$ cat src/hw/rtl/audio_channel_downmix_upmix_macros.svh
// Assertion macros shared by the channel remix RTL.
`ifndef AUDIO_CHANNEL_DOWNMIX_UPMIX_MACROS_SVH
`define AUDIO_CHANNEL_DOWNMIX_UPMIX_MACROS_SVH

// Same-cycle implication, sampled on clk and disabled while arst_n is low.
`define ACDM_ASSERT_NOW(lbl, ante, cons, msg) \
	lbl: assert property (@(posedge clk) disable iff (!arst_n) (ante) |-> (cons)) \
		else $error(msg);

// Next-cycle implication, sampled on clk and disabled while arst_n is low.
`define ACDM_ASSERT_NEXT(lbl, ante, cons, msg) \
	lbl: assert property (@(posedge clk) disable iff (!arst_n) (ante) |=> (cons)) \
		else $error(msg);

`endif

$ cat src/hw/rtl/acdm_pkg.sv
// Package with the mix mode codes, register indexes and control types of the remix block.
package acdm_pkg;

	localparam int CFG_INDEX_BITS = 2;
	localparam int CFG_DATA_BITS  = 3;
	localparam int NUM_CH         = 6;

	localparam logic [CFG_INDEX_BITS-1:0] CFG_MIX_MODE      = 2'd0;
	localparam logic [CFG_INDEX_BITS-1:0] CFG_CHANNEL_COUNT = 2'd1;

	localparam logic [2:0] MODE_NONE         = 3'd0;
	localparam logic [2:0] MODE_MONO_STEREO  = 3'd1;
	localparam logic [2:0] MODE_STEREO_MONO  = 3'd2;
	localparam logic [2:0] MODE_STEREO_QUAD  = 3'd3;
	localparam logic [2:0] MODE_QUAD_STEREO  = 3'd4;
	localparam logic [2:0] MODE_FIVE_STEREO  = 3'd5;
	localparam logic [2:0] MODE_SIX_STEREO   = 3'd6;

	localparam logic [2:0] RESET_MIX_MODE      = MODE_NONE;
	localparam logic [2:0] RESET_CHANNEL_COUNT = 3'd2;

	// The 0.7 rear gain is 22938 / 32768.
	localparam logic [14:0] GAIN_07    = 15'd22938;
	localparam int          GAIN_SHIFT = 15;

	typedef enum logic [2:0] {
		OP_PASS,
		OP_DUP_MONO,
		OP_AVG,
		OP_DUP_STEREO,
		OP_QUAD_FOLD,
		OP_FIVE_FOLD,
		OP_SIX_FOLD
	} op_t;

	typedef struct packed {
		op_t        op;
		logic [2:0] n_out;
	} ctrl_t;

endpackage

$ cat src/hw/rtl/acdm_decode.sv
// Mode and channel count decoder that picks the remix operation and output width.
module acdm_decode
	import acdm_pkg::*;
(
	input  logic [2:0] mix_mode,
	input  logic [2:0] channel_count,
	output ctrl_t      ctrl
);

	logic [2:0] pass_n;

	// A channel count of seven passes through as six channels.
	assign pass_n = (channel_count == 3'd7) ? 3'd6 : channel_count;

	always_comb begin
		ctrl.op    = OP_PASS;
		ctrl.n_out = pass_n;
		case (mix_mode)
			MODE_MONO_STEREO: begin
				if (channel_count == 3'd1) begin
					ctrl.op    = OP_DUP_MONO;
					ctrl.n_out = 3'd2;
				end
			end
			MODE_STEREO_MONO: begin
				if (channel_count == 3'd2) begin
					ctrl.op    = OP_AVG;
					ctrl.n_out = 3'd2;
				end
			end
			MODE_STEREO_QUAD: begin
				if (channel_count == 3'd2) begin
					ctrl.op    = OP_DUP_STEREO;
					ctrl.n_out = 3'd4;
				end
			end
			MODE_QUAD_STEREO: begin
				if (channel_count == 3'd4) begin
					ctrl.op    = OP_QUAD_FOLD;
					ctrl.n_out = 3'd4;
				end
			end
			MODE_FIVE_STEREO: begin
				if (channel_count == 3'd5) begin
					ctrl.op    = OP_FIVE_FOLD;
					ctrl.n_out = 3'd5;
				end
			end
			MODE_SIX_STEREO: begin
				if (channel_count == 3'd6) begin
					ctrl.op    = OP_SIX_FOLD;
					ctrl.n_out = 3'd6;
				end
			end
			default: begin
				ctrl.op    = OP_PASS;
				ctrl.n_out = pass_n;
			end
		endcase
	end

endmodule

$ cat src/hw/rtl/audio_channel_downmix_upmix.sv
// Top level of the audio channel remix block: three-stage up/down mix pipeline.
//
// Frames of six signed samples enter on the in channel (in_valid, in_stall)
// and leave as one remixed frame on the out channel (out_valid, out_stall),
// with out_channels giving the number of live output slots; the slots above
// it are zero. mix_mode and channel_count are written through the cfg port
// (cfg_valid, cfg_ready, cfg_index, cfg_data); the user must write them
// only while no frame is in flight, which the block does not enforce.
// cfg_ready is always high and indexes beyond the register list are ignored.
// The pipeline takes one frame per cycle while in_stall is low: stage one
// registers the samples, the decoded operation and the two rear-gain products,
// stage two registers the partial sums of the left and right mixes, stage
// three adds, saturates and forms the frame. Each stage loads whenever it is
// empty or the stage after it moves, so a stall on the out side fills the
// three stages before in_stall rises; nothing is dropped or repeated. Reset
// clears the stage valid bits, sets mix_mode to none and channel_count to two.
module audio_channel_downmix_upmix
	import acdm_pkg::*;
#(
	parameter int SAMPLE_BITS = 24
) (
	input  logic                             clk,
	input  logic                             arst_n,
	input  logic                             cfg_valid,
	output logic                             cfg_ready,
	input  logic [CFG_INDEX_BITS-1:0]        cfg_index,
	input  logic [CFG_DATA_BITS-1:0]         cfg_data,
	input  logic                             in_valid,
	output logic                             in_stall,
	input  logic signed [SAMPLE_BITS-1:0]    sample_0,
	input  logic signed [SAMPLE_BITS-1:0]    sample_1,
	input  logic signed [SAMPLE_BITS-1:0]    sample_2,
	input  logic signed [SAMPLE_BITS-1:0]    sample_3,
	input  logic signed [SAMPLE_BITS-1:0]    sample_4,
	input  logic signed [SAMPLE_BITS-1:0]    sample_5,
	output logic                             out_valid,
	input  logic                             out_stall,
	output logic signed [SAMPLE_BITS-1:0]    out_0,
	output logic signed [SAMPLE_BITS-1:0]    out_1,
	output logic signed [SAMPLE_BITS-1:0]    out_2,
	output logic signed [SAMPLE_BITS-1:0]    out_3,
	output logic signed [SAMPLE_BITS-1:0]    out_4,
	output logic signed [SAMPLE_BITS-1:0]    out_5,
	output logic [2:0]                       out_channels
);

	localparam int SB = SAMPLE_BITS;
	localparam int PW = SAMPLE_BITS + 16;
	localparam int W1 = SAMPLE_BITS + 1;
	localparam int W2 = SAMPLE_BITS + 2;
	localparam logic signed [W2-1:0] SAT_MAX = {3'b000, {(SB-1){1'b1}}};
	localparam logic signed [W2-1:0] SAT_MIN = {3'b111, {(SB-1){1'b0}}};

	typedef logic signed [SB-1:0] smp_t;

	logic [2:0] mix_mode_q;
	logic [2:0] channel_count_q;

	logic adv1, adv2, adv3;
	logic valid_s1, valid_s2, valid_s3;

	smp_t              smp_in [NUM_CH];
	ctrl_t             ctrl_in;
	smp_t              smp_s1 [NUM_CH];
	ctrl_t             ctrl_s1;
	logic signed [PW-1:0] prod2_s1, prod3_s1;
	smp_t              smp_s2 [NUM_CH];
	ctrl_t             ctrl_s2;
	logic signed [W1-1:0] pl_s2, ql_s2, pr_s2, qr_s2;
	smp_t              out_s3 [NUM_CH];
	logic [2:0]        n_s3;

	smp_t a0, a1, a2, a3, b0, b1, b2, b3;
	smp_t g2, g3;
	logic signed [W2-1:0] sum_l, sum_r;
	smp_t mix_l, mix_r;
	smp_t out_nxt [NUM_CH];

	assign cfg_ready = 1'b1;

	always_ff @(posedge clk or negedge arst_n) begin
		if (!arst_n) begin
			mix_mode_q      <= RESET_MIX_MODE;
			channel_count_q <= RESET_CHANNEL_COUNT;
		end else if (cfg_valid && cfg_ready) begin
			if (cfg_index == CFG_MIX_MODE) begin
				mix_mode_q <= cfg_data;
			end else if (cfg_index == CFG_CHANNEL_COUNT) begin
				channel_count_q <= cfg_data;
			end
		end
	end

	assign adv3     = !valid_s3 || !out_stall;
	assign adv2     = !valid_s2 || adv3;
	assign adv1     = !valid_s1 || adv2;
	assign in_stall = !adv1;

	always_ff @(posedge clk or negedge arst_n) begin
		if (!arst_n) begin
			valid_s1 <= 1'b0;
			valid_s2 <= 1'b0;
			valid_s3 <= 1'b0;
		end else begin
			if (adv1) begin
				valid_s1 <= in_valid;
			end
			if (adv2) begin
				valid_s2 <= valid_s1;
			end
			if (adv3) begin
				valid_s3 <= valid_s2;
			end
		end
	end

	assign smp_in[0] = sample_0;
	assign smp_in[1] = sample_1;
	assign smp_in[2] = sample_2;
	assign smp_in[3] = sample_3;
	assign smp_in[4] = sample_4;
	assign smp_in[5] = sample_5;

	acdm_decode u_decode (
		.mix_mode      (mix_mode_q),
		.channel_count (channel_count_q),
		.ctrl          (ctrl_in)
	);

	// Stage one: samples, operation and the rear-gain products.
	always_ff @(posedge clk) begin
		if (adv1 && in_valid) begin
			smp_s1   <= smp_in;
			ctrl_s1  <= ctrl_in;
			prod2_s1 <= PW'(sample_2) * PW'(signed'({1'b0, GAIN_07}));
			prod3_s1 <= PW'(sample_3) * PW'(signed'({1'b0, GAIN_07}));
		end
	end

	assign g2 = SB'(prod2_s1 >>> GAIN_SHIFT);
	assign g3 = SB'(prod3_s1 >>> GAIN_SHIFT);

	always_comb begin
		a0 = smp_s1[0];
		b0 = smp_s1[1];
		a1 = '0;
		a2 = '0;
		a3 = '0;
		b1 = '0;
		b2 = '0;
		b3 = '0;
		case (ctrl_s1.op)
			OP_AVG: begin
				a1 = smp_s1[1];
			end
			OP_QUAD_FOLD: begin
				a1 = g2;
				b1 = g3;
			end
			OP_FIVE_FOLD: begin
				a1 = smp_s1[2] >>> 1;
				a2 = smp_s1[3] >>> 1;
				b1 = smp_s1[2] >>> 1;
				b2 = smp_s1[4] >>> 1;
			end
			OP_SIX_FOLD: begin
				a1 = smp_s1[2] >>> 1;
				a2 = smp_s1[3] >>> 1;
				a3 = smp_s1[4] >>> 1;
				b1 = smp_s1[2] >>> 1;
				b2 = smp_s1[3] >>> 1;
				b3 = smp_s1[5] >>> 1;
			end
			default: begin
				a1 = '0;
			end
		endcase
	end

	// Stage two: pairwise partial sums of the left and right mixes.
	always_ff @(posedge clk) begin
		if (adv2 && valid_s1) begin
			smp_s2  <= smp_s1;
			ctrl_s2 <= ctrl_s1;
			pl_s2   <= W1'(a0) + W1'(a1);
			ql_s2   <= W1'(a2) + W1'(a3);
			pr_s2   <= W1'(b0) + W1'(b1);
			qr_s2   <= W1'(b2) + W1'(b3);
		end
	end

	always_comb begin
		sum_l = W2'(pl_s2) + W2'(ql_s2);
		sum_r = W2'(pr_s2) + W2'(qr_s2);
		if (ctrl_s2.op == OP_AVG) begin
			sum_l = sum_l >>> 1;
		end
		if (sum_l > SAT_MAX) begin
			mix_l = SB'(SAT_MAX);
		end else if (sum_l < SAT_MIN) begin
			mix_l = SB'(SAT_MIN);
		end else begin
			mix_l = SB'(sum_l);
		end
		if (sum_r > SAT_MAX) begin
			mix_r = SB'(SAT_MAX);
		end else if (sum_r < SAT_MIN) begin
			mix_r = SB'(SAT_MIN);
		end else begin
			mix_r = SB'(sum_r);
		end
	end

	always_comb begin
		for (int i = 0; i < NUM_CH; i++) begin
			out_nxt[i] = '0;
		end
		case (ctrl_s2.op)
			OP_DUP_MONO: begin
				out_nxt[0] = smp_s2[0];
				out_nxt[1] = smp_s2[0];
			end
			OP_AVG: begin
				out_nxt[0] = mix_l;
				out_nxt[1] = mix_l;
			end
			OP_DUP_STEREO: begin
				out_nxt[0] = smp_s2[0];
				out_nxt[1] = smp_s2[1];
				out_nxt[2] = smp_s2[0];
				out_nxt[3] = smp_s2[1];
			end
			OP_QUAD_FOLD: begin
				out_nxt[0] = mix_l;
				out_nxt[1] = mix_r;
				out_nxt[2] = mix_l;
				out_nxt[3] = mix_r;
			end
			OP_FIVE_FOLD: begin
				out_nxt[0] = mix_l;
				out_nxt[1] = mix_r;
				out_nxt[2] = smp_s2[2] >>> 1;
				out_nxt[3] = mix_l;
				out_nxt[4] = mix_r;
			end
			OP_SIX_FOLD: begin
				out_nxt[0] = mix_l;
				out_nxt[1] = mix_r;
				out_nxt[2] = smp_s2[2] >>> 1;
				out_nxt[3] = smp_s2[3] >>> 1;
				out_nxt[4] = mix_l;
				out_nxt[5] = mix_r;
			end
			default: begin
				for (int i = 0; i < NUM_CH; i++) begin
					if (3'(i) < ctrl_s2.n_out) begin
						out_nxt[i] = smp_s2[i];
					end
				end
			end
		endcase
	end

	// Stage three: the finished frame, held while the receiver stalls.
	always_ff @(posedge clk) begin
		if (adv3 && valid_s2) begin
			out_s3 <= out_nxt;
			n_s3   <= ctrl_s2.n_out;
		end
	end

	assign out_valid    = valid_s3;
	assign out_0        = out_s3[0];
	assign out_1        = out_s3[1];
	assign out_2        = out_s3[2];
	assign out_3        = out_s3[3];
	assign out_4        = out_s3[4];
	assign out_5        = out_s3[5];
	assign out_channels = n_s3;

`include "audio_channel_downmix_upmix_macros.svh"

	`ACDM_ASSERT_NOW(a_full_stall, valid_s1 && valid_s2 && valid_s3 && out_stall, in_stall, "full pipeline under stall must stall the input")
	`ACDM_ASSERT_NEXT(a_accept_fills, in_valid && !in_stall, valid_s1, "accepted request did not enter stage one")
	`ACDM_ASSERT_NOW(a_count_range, out_valid, out_channels <= 3'd6, "output channel count above six")
	`ACDM_ASSERT_NOW(a_top_slot_zero, out_valid && out_channels < 3'd6, out_5 == '0, "unused top output slot is not zero")

endmodule
$ cat config.mk
export PLATFORM = sky130hd
export DESIGN_NAME = audio_channel_downmix_upmix
export DESIGN_NICKNAME = d
export VERILOG_FILES = /design/src/hw/rtl/acdm_pkg.sv /design/src/hw/rtl/acdm_decode.sv /design/src/hw/rtl/audio_channel_downmix_upmix.sv
export VERILOG_INCLUDE_DIRS = /design/src /design/src/hw/rtl
export SDC_FILE = /design/constraint.sdc
export NUM_CORES = 2
export LEC_CHECK = 0
export BUFFER_PORTS_ARGS = -buffer_cell sky130_fd_sc_hd__buf_2
export CAP_MARGIN = 25
export CORE_MARGIN = 5
export CORE_UTILIZATION = 30
export DETAILED_ROUTE_END_ITERATION = 8
export PLACE_DENSITY_LB_ADDON = 0.25
export SLEW_MARGIN = 20
export SYNTH_ARGS = -nofsm -noshare
export SYNTH_HDL_FRONTEND = slang
export SYNTH_SLANG_ARGS = --single-unit
$ cat constraint.sdc
create_clock -name clk -period 16.4 [get_ports clk]
set_clock_uncertainty 0.05 [all_clocks]
set_input_delay 0.82 -clock clk [delete_from_list [all_inputs] [get_ports clk]]
set_output_delay 0.82 -clock clk [all_outputs]
set_load 0.05 [all_outputs]
==> impl_metrics.json <==
{
  "area_growth_pct": 14.7,
  "synthSimpleGateAreaFrac_pct": 8.21,
  "powerDensity_nw_per_um2": 188,
  "violations": "DRC",
  "cts_buffers": 74,
  "grt_max_degree": 148,
  "ioPinCount": 304,
  "drv_slew": 0,
  "clockRootBuffer": "clkbuf_16",
  "syn_avg_cell_area_um2": 11.6,
  "critPathLaunch": "sample_2[23]",
  "ys.flop_type": "edfxtp_1",
  "final_common_cell": "edfxtp_1",
  "ys_ff_latch": 604,
  "status": "finished, violations left",
  "crit_arrival_ps": 6810,
  "rsz0062_at_grt": "no",
  "vias": 30400,
  "worst-path-max-fanout": 24,
  "detail_route.wl_per_cell_um": 24.4,
  "worstPathRequired_ps": 16790,
  "place_area_um2": 46900,
  "drtAntennaViolNets": 0,
  "min_from": "sample_5[4]",
  "drtIter0Drc": 3147,
  "synth.area.mux_share_pct": 0.871,
  "slew-limit-headroom_pct": 25.2,
  "syn_nets": 4621,
  "synth_cell_types": 95,
  "synthXorXnorAreaFrac_pct": 3.38,
  "drc": 34,
  "synthArstFlopShare_pct": 1.49,
  "grt_pass1_wl_mm": 210,
  "die-area_um2": 151000,
  "reg2reg_from": "ctrl_s1[4]$_DFFE_PP_",
  "die_h_um": 389,
  "p_int_mw": 5.13,
  "syn-cell-area_um2": 43100,
  "drt-pass1-iter-count": 9,
  "drive_above_1_share_pct": 13.3,
  "grt_util_all_layers_pct": 18.9,
  "tightest_slew_ps": 1090,
  "io_buffers": 302,
  "synth_edf_count": 595,
  "path_clk_slew_ps": 60,
  "cap_violations": 0,
  "coreArea_um2": 143000,
  "die_x_um": 389,
  "gr-total-overflow": 0,
  "tns_ps": 0,
  "final_cell_mix": "edfxtp_1 (595), inv_1 (577), ha_1 (469), buf_2 (304), fa_1 (279)",
  "clock_power_share_pct": 18.1,
  "switching_share_pct": 44.7,
  "period_share_pct": 39.1,
  "cts_buffer_depth": 3,
  "synth_cells": 3719,
  "clk-insertion-delay-late_ps": 680,
  "initial_core_util_pct": 30.1,
  "dp_hpwl_mm": 118,
  "setup_violations": 0,
  "start_kind": "primary input",
  "irDropWorstVdd_mv": 0.159,
  "nNetsFinal": 4939,
  "synth_top_family_by_area": "adder cells",
  "ys.warnings.count": 0,
  "cts.sinks": 604,
  "net-switching-power_mw": 4.14,
  "yosysSeqAreaShare_pct": 42.0,
  "synth-compound-area-share_pct": 12.9,
  "combPwrFrac_pct": 55.4,
  "fin_crit_ps": 6420,
  "criticalPathCategory": "in2reg",
  "grt_pass1_vias": 30400,
  "post_cts_resized": 0,
  "fmax_mhz": 156,
  "min_path_type": "in2reg",
  "finalHoldViolCount": 0,
  "num_rows": 139,
  "end_kind": "flop",
  "seq_power_share_pct": 26.6,
  "cts_tree": "done",
  "place.gp.congestion": 0.922,
  "antenna_found_initial": 18,
  "fin_area_um2": 49400,
  "viasPerCell": 5.06,
  "wl_mm": 146,
  "htreeDepth": 3,
  "power.leakage_nw": 21.3,
  "synth_adder_area_share_pct": 26.6
}
## cell type report
class / count / area, µm²
Clock inverter: 52 / 526
Tap cell: 1903 / 2380
Fill cell: 14300 / 93700
Sequential cell: 604 / 18100
Timing Repair Buffer: 341 / 1820
Inverter: 578 / 2170
Multi-Input combinational cell: 2438 / 22500
Antenna cell: 8 / 20.0
Clock buffer: 84 / 1930
## per-stage QoR
step | hold slack (ps) | power [mW] | worst slack [ps] | cells | util, %
6_report | 268 | 9.27 | 9980 | 6008 | 34.5
5_1_grt | 239 | 10.0 | 9610 | 6001 | 34.5
4_1_cts | 213 | 9.34 | 9980 | 5999 | 34.5
3_5_place_dp | 358 | 7.63 | 9220 | 5862 | 32.8
3_3_place_gp | 356 | 7.61 | 9270 | 5860 | 32.8
2_1_floorplan | 350 | 6.09 | 4080 | 3719 | -
## repair_timing
action                                 4_1_cts  5_1_grt
hold buffers                                 1        0
endpoints found under the hold margin        8        0
setup buffers                                0        0
## Yosys cell counts (21+ instances only)
library cell,instances,area [µm²]
nor2b_1,28,175
a22oi_1,46,345
a21boi_0,22,165
a21o_1,46,345
nand2b_1,24,150
a22o_1,47,412
o21ai_0,104,521
nand4_1,21,131
xor2_1,57,499
and2_1,87,544
a21oi_1,137,686
clkbuf_1,71,267
edfxtp_1,595,17900
xnor2_1,109,955
inv_1,577,2170
fa_1,279,5590
mux2_2,28,315
nand2_1,228,856
a222oi_1,60,601
nor3_1,43,215
nor2_1,136,510
ha_1,469,5870
o21a_1,42,315
o211ai_1,88,661
nand3_1,79,395
## critical path: stages
cell      delay [ps]
buf_2            470
ha_1             350
ha_1             280
inv_1             50
fa_1             490
inv_1             50
fa_1             490
fa_1             500
inv_1             50
fa_1             490
inv_1             40
ha_1             330
a21oi_2          200
o211ai_1         130
or4_1            480
a31o_1           200
a31o_2           260
a221o_1          390
a221oi_2         300
a21oi_1          140
a21oi_1          190
xnor2_1           80
## worst paths after layout
path / endpoint / slack [ps] / cells after the start
setup / recovery: prod2_s1[38]$_DFFE_PP_ / 9980 / 22
hold / removal: smp_s1[4]$_DFFE_PP_ / 270 / 1
setup reg to reg: pr_s2[22]$_DFFE_PP_ / 10240 / 20
hold reg to reg: ctrl_s2[0]$_DFFE_PP_ / 370 / 0
max in group asynchronous: channel_count_q[1]$_DFFE_PN1P_ / 15550 / 2
min in group asynchronous: mix_mode_q[0]$_DFFE_PN0P_ / 500 / 2
## state kept, by name, indices dropped and copies added, names as in the netlist, 3 cells and up
| signal | count |
|---|---|
| mix_mode_q | 3 |
| pl_s2 | 25 |
| ql_s2 | 25 |
| out_0 | 24 |
| prod3_s1 | 24 |
| smp_s2 | 144 |
| ctrl_s1 | 6 |
| out_2 | 24 |
| out_5 | 24 |
| a0 | 24 |
| out_1 | 24 |
| b0 | 24 |
| out_4 | 24 |
| out_3 | 24 |
| pr_s2 | 25 |
| prod2_s1 | 24 |
| ctrl_s2 | 6 |
| smp_s1 | 96 |
| channel_count_q | 3 |
| qr_s2 | 25 |
| out_channels | 3 |
## routing by layer
metal  routed length [µm]  share of wire (%)  track usage (%)  up-vias
li1                     -                  -                -    14000
met1                62100                 42             24.6    15100
met2                69500                 47             31.8     1052
met3                 9420                6.4             3.60      266
met4                 5300                3.6             6.15       14
met5                   73              0.050                0        -
## cell families after synthesis
| kind of cell | count (synthesis) |
|---|---|
| compound gates | 763 |
| xor+xnor | 166 |
| fa+ha+maj | 748 |
| buf+inv | 677 |
| flops | 604 |
| mux | 34 |
| other cells | 1 |
| simple gates | 726 |
## power groups by stage
stage,combinational [mW],clock (mW),sequential (mW)
after floorplan,3.37,0,2.72
after global placement,5.11,0,2.50
after detailed placement,5.13,0,2.50
after CTS,5.16,1.72,2.47
after global routing,5.77,1.78,2.48
final,5.13,1.68,2.46
(Power assumes the default switching activity.)
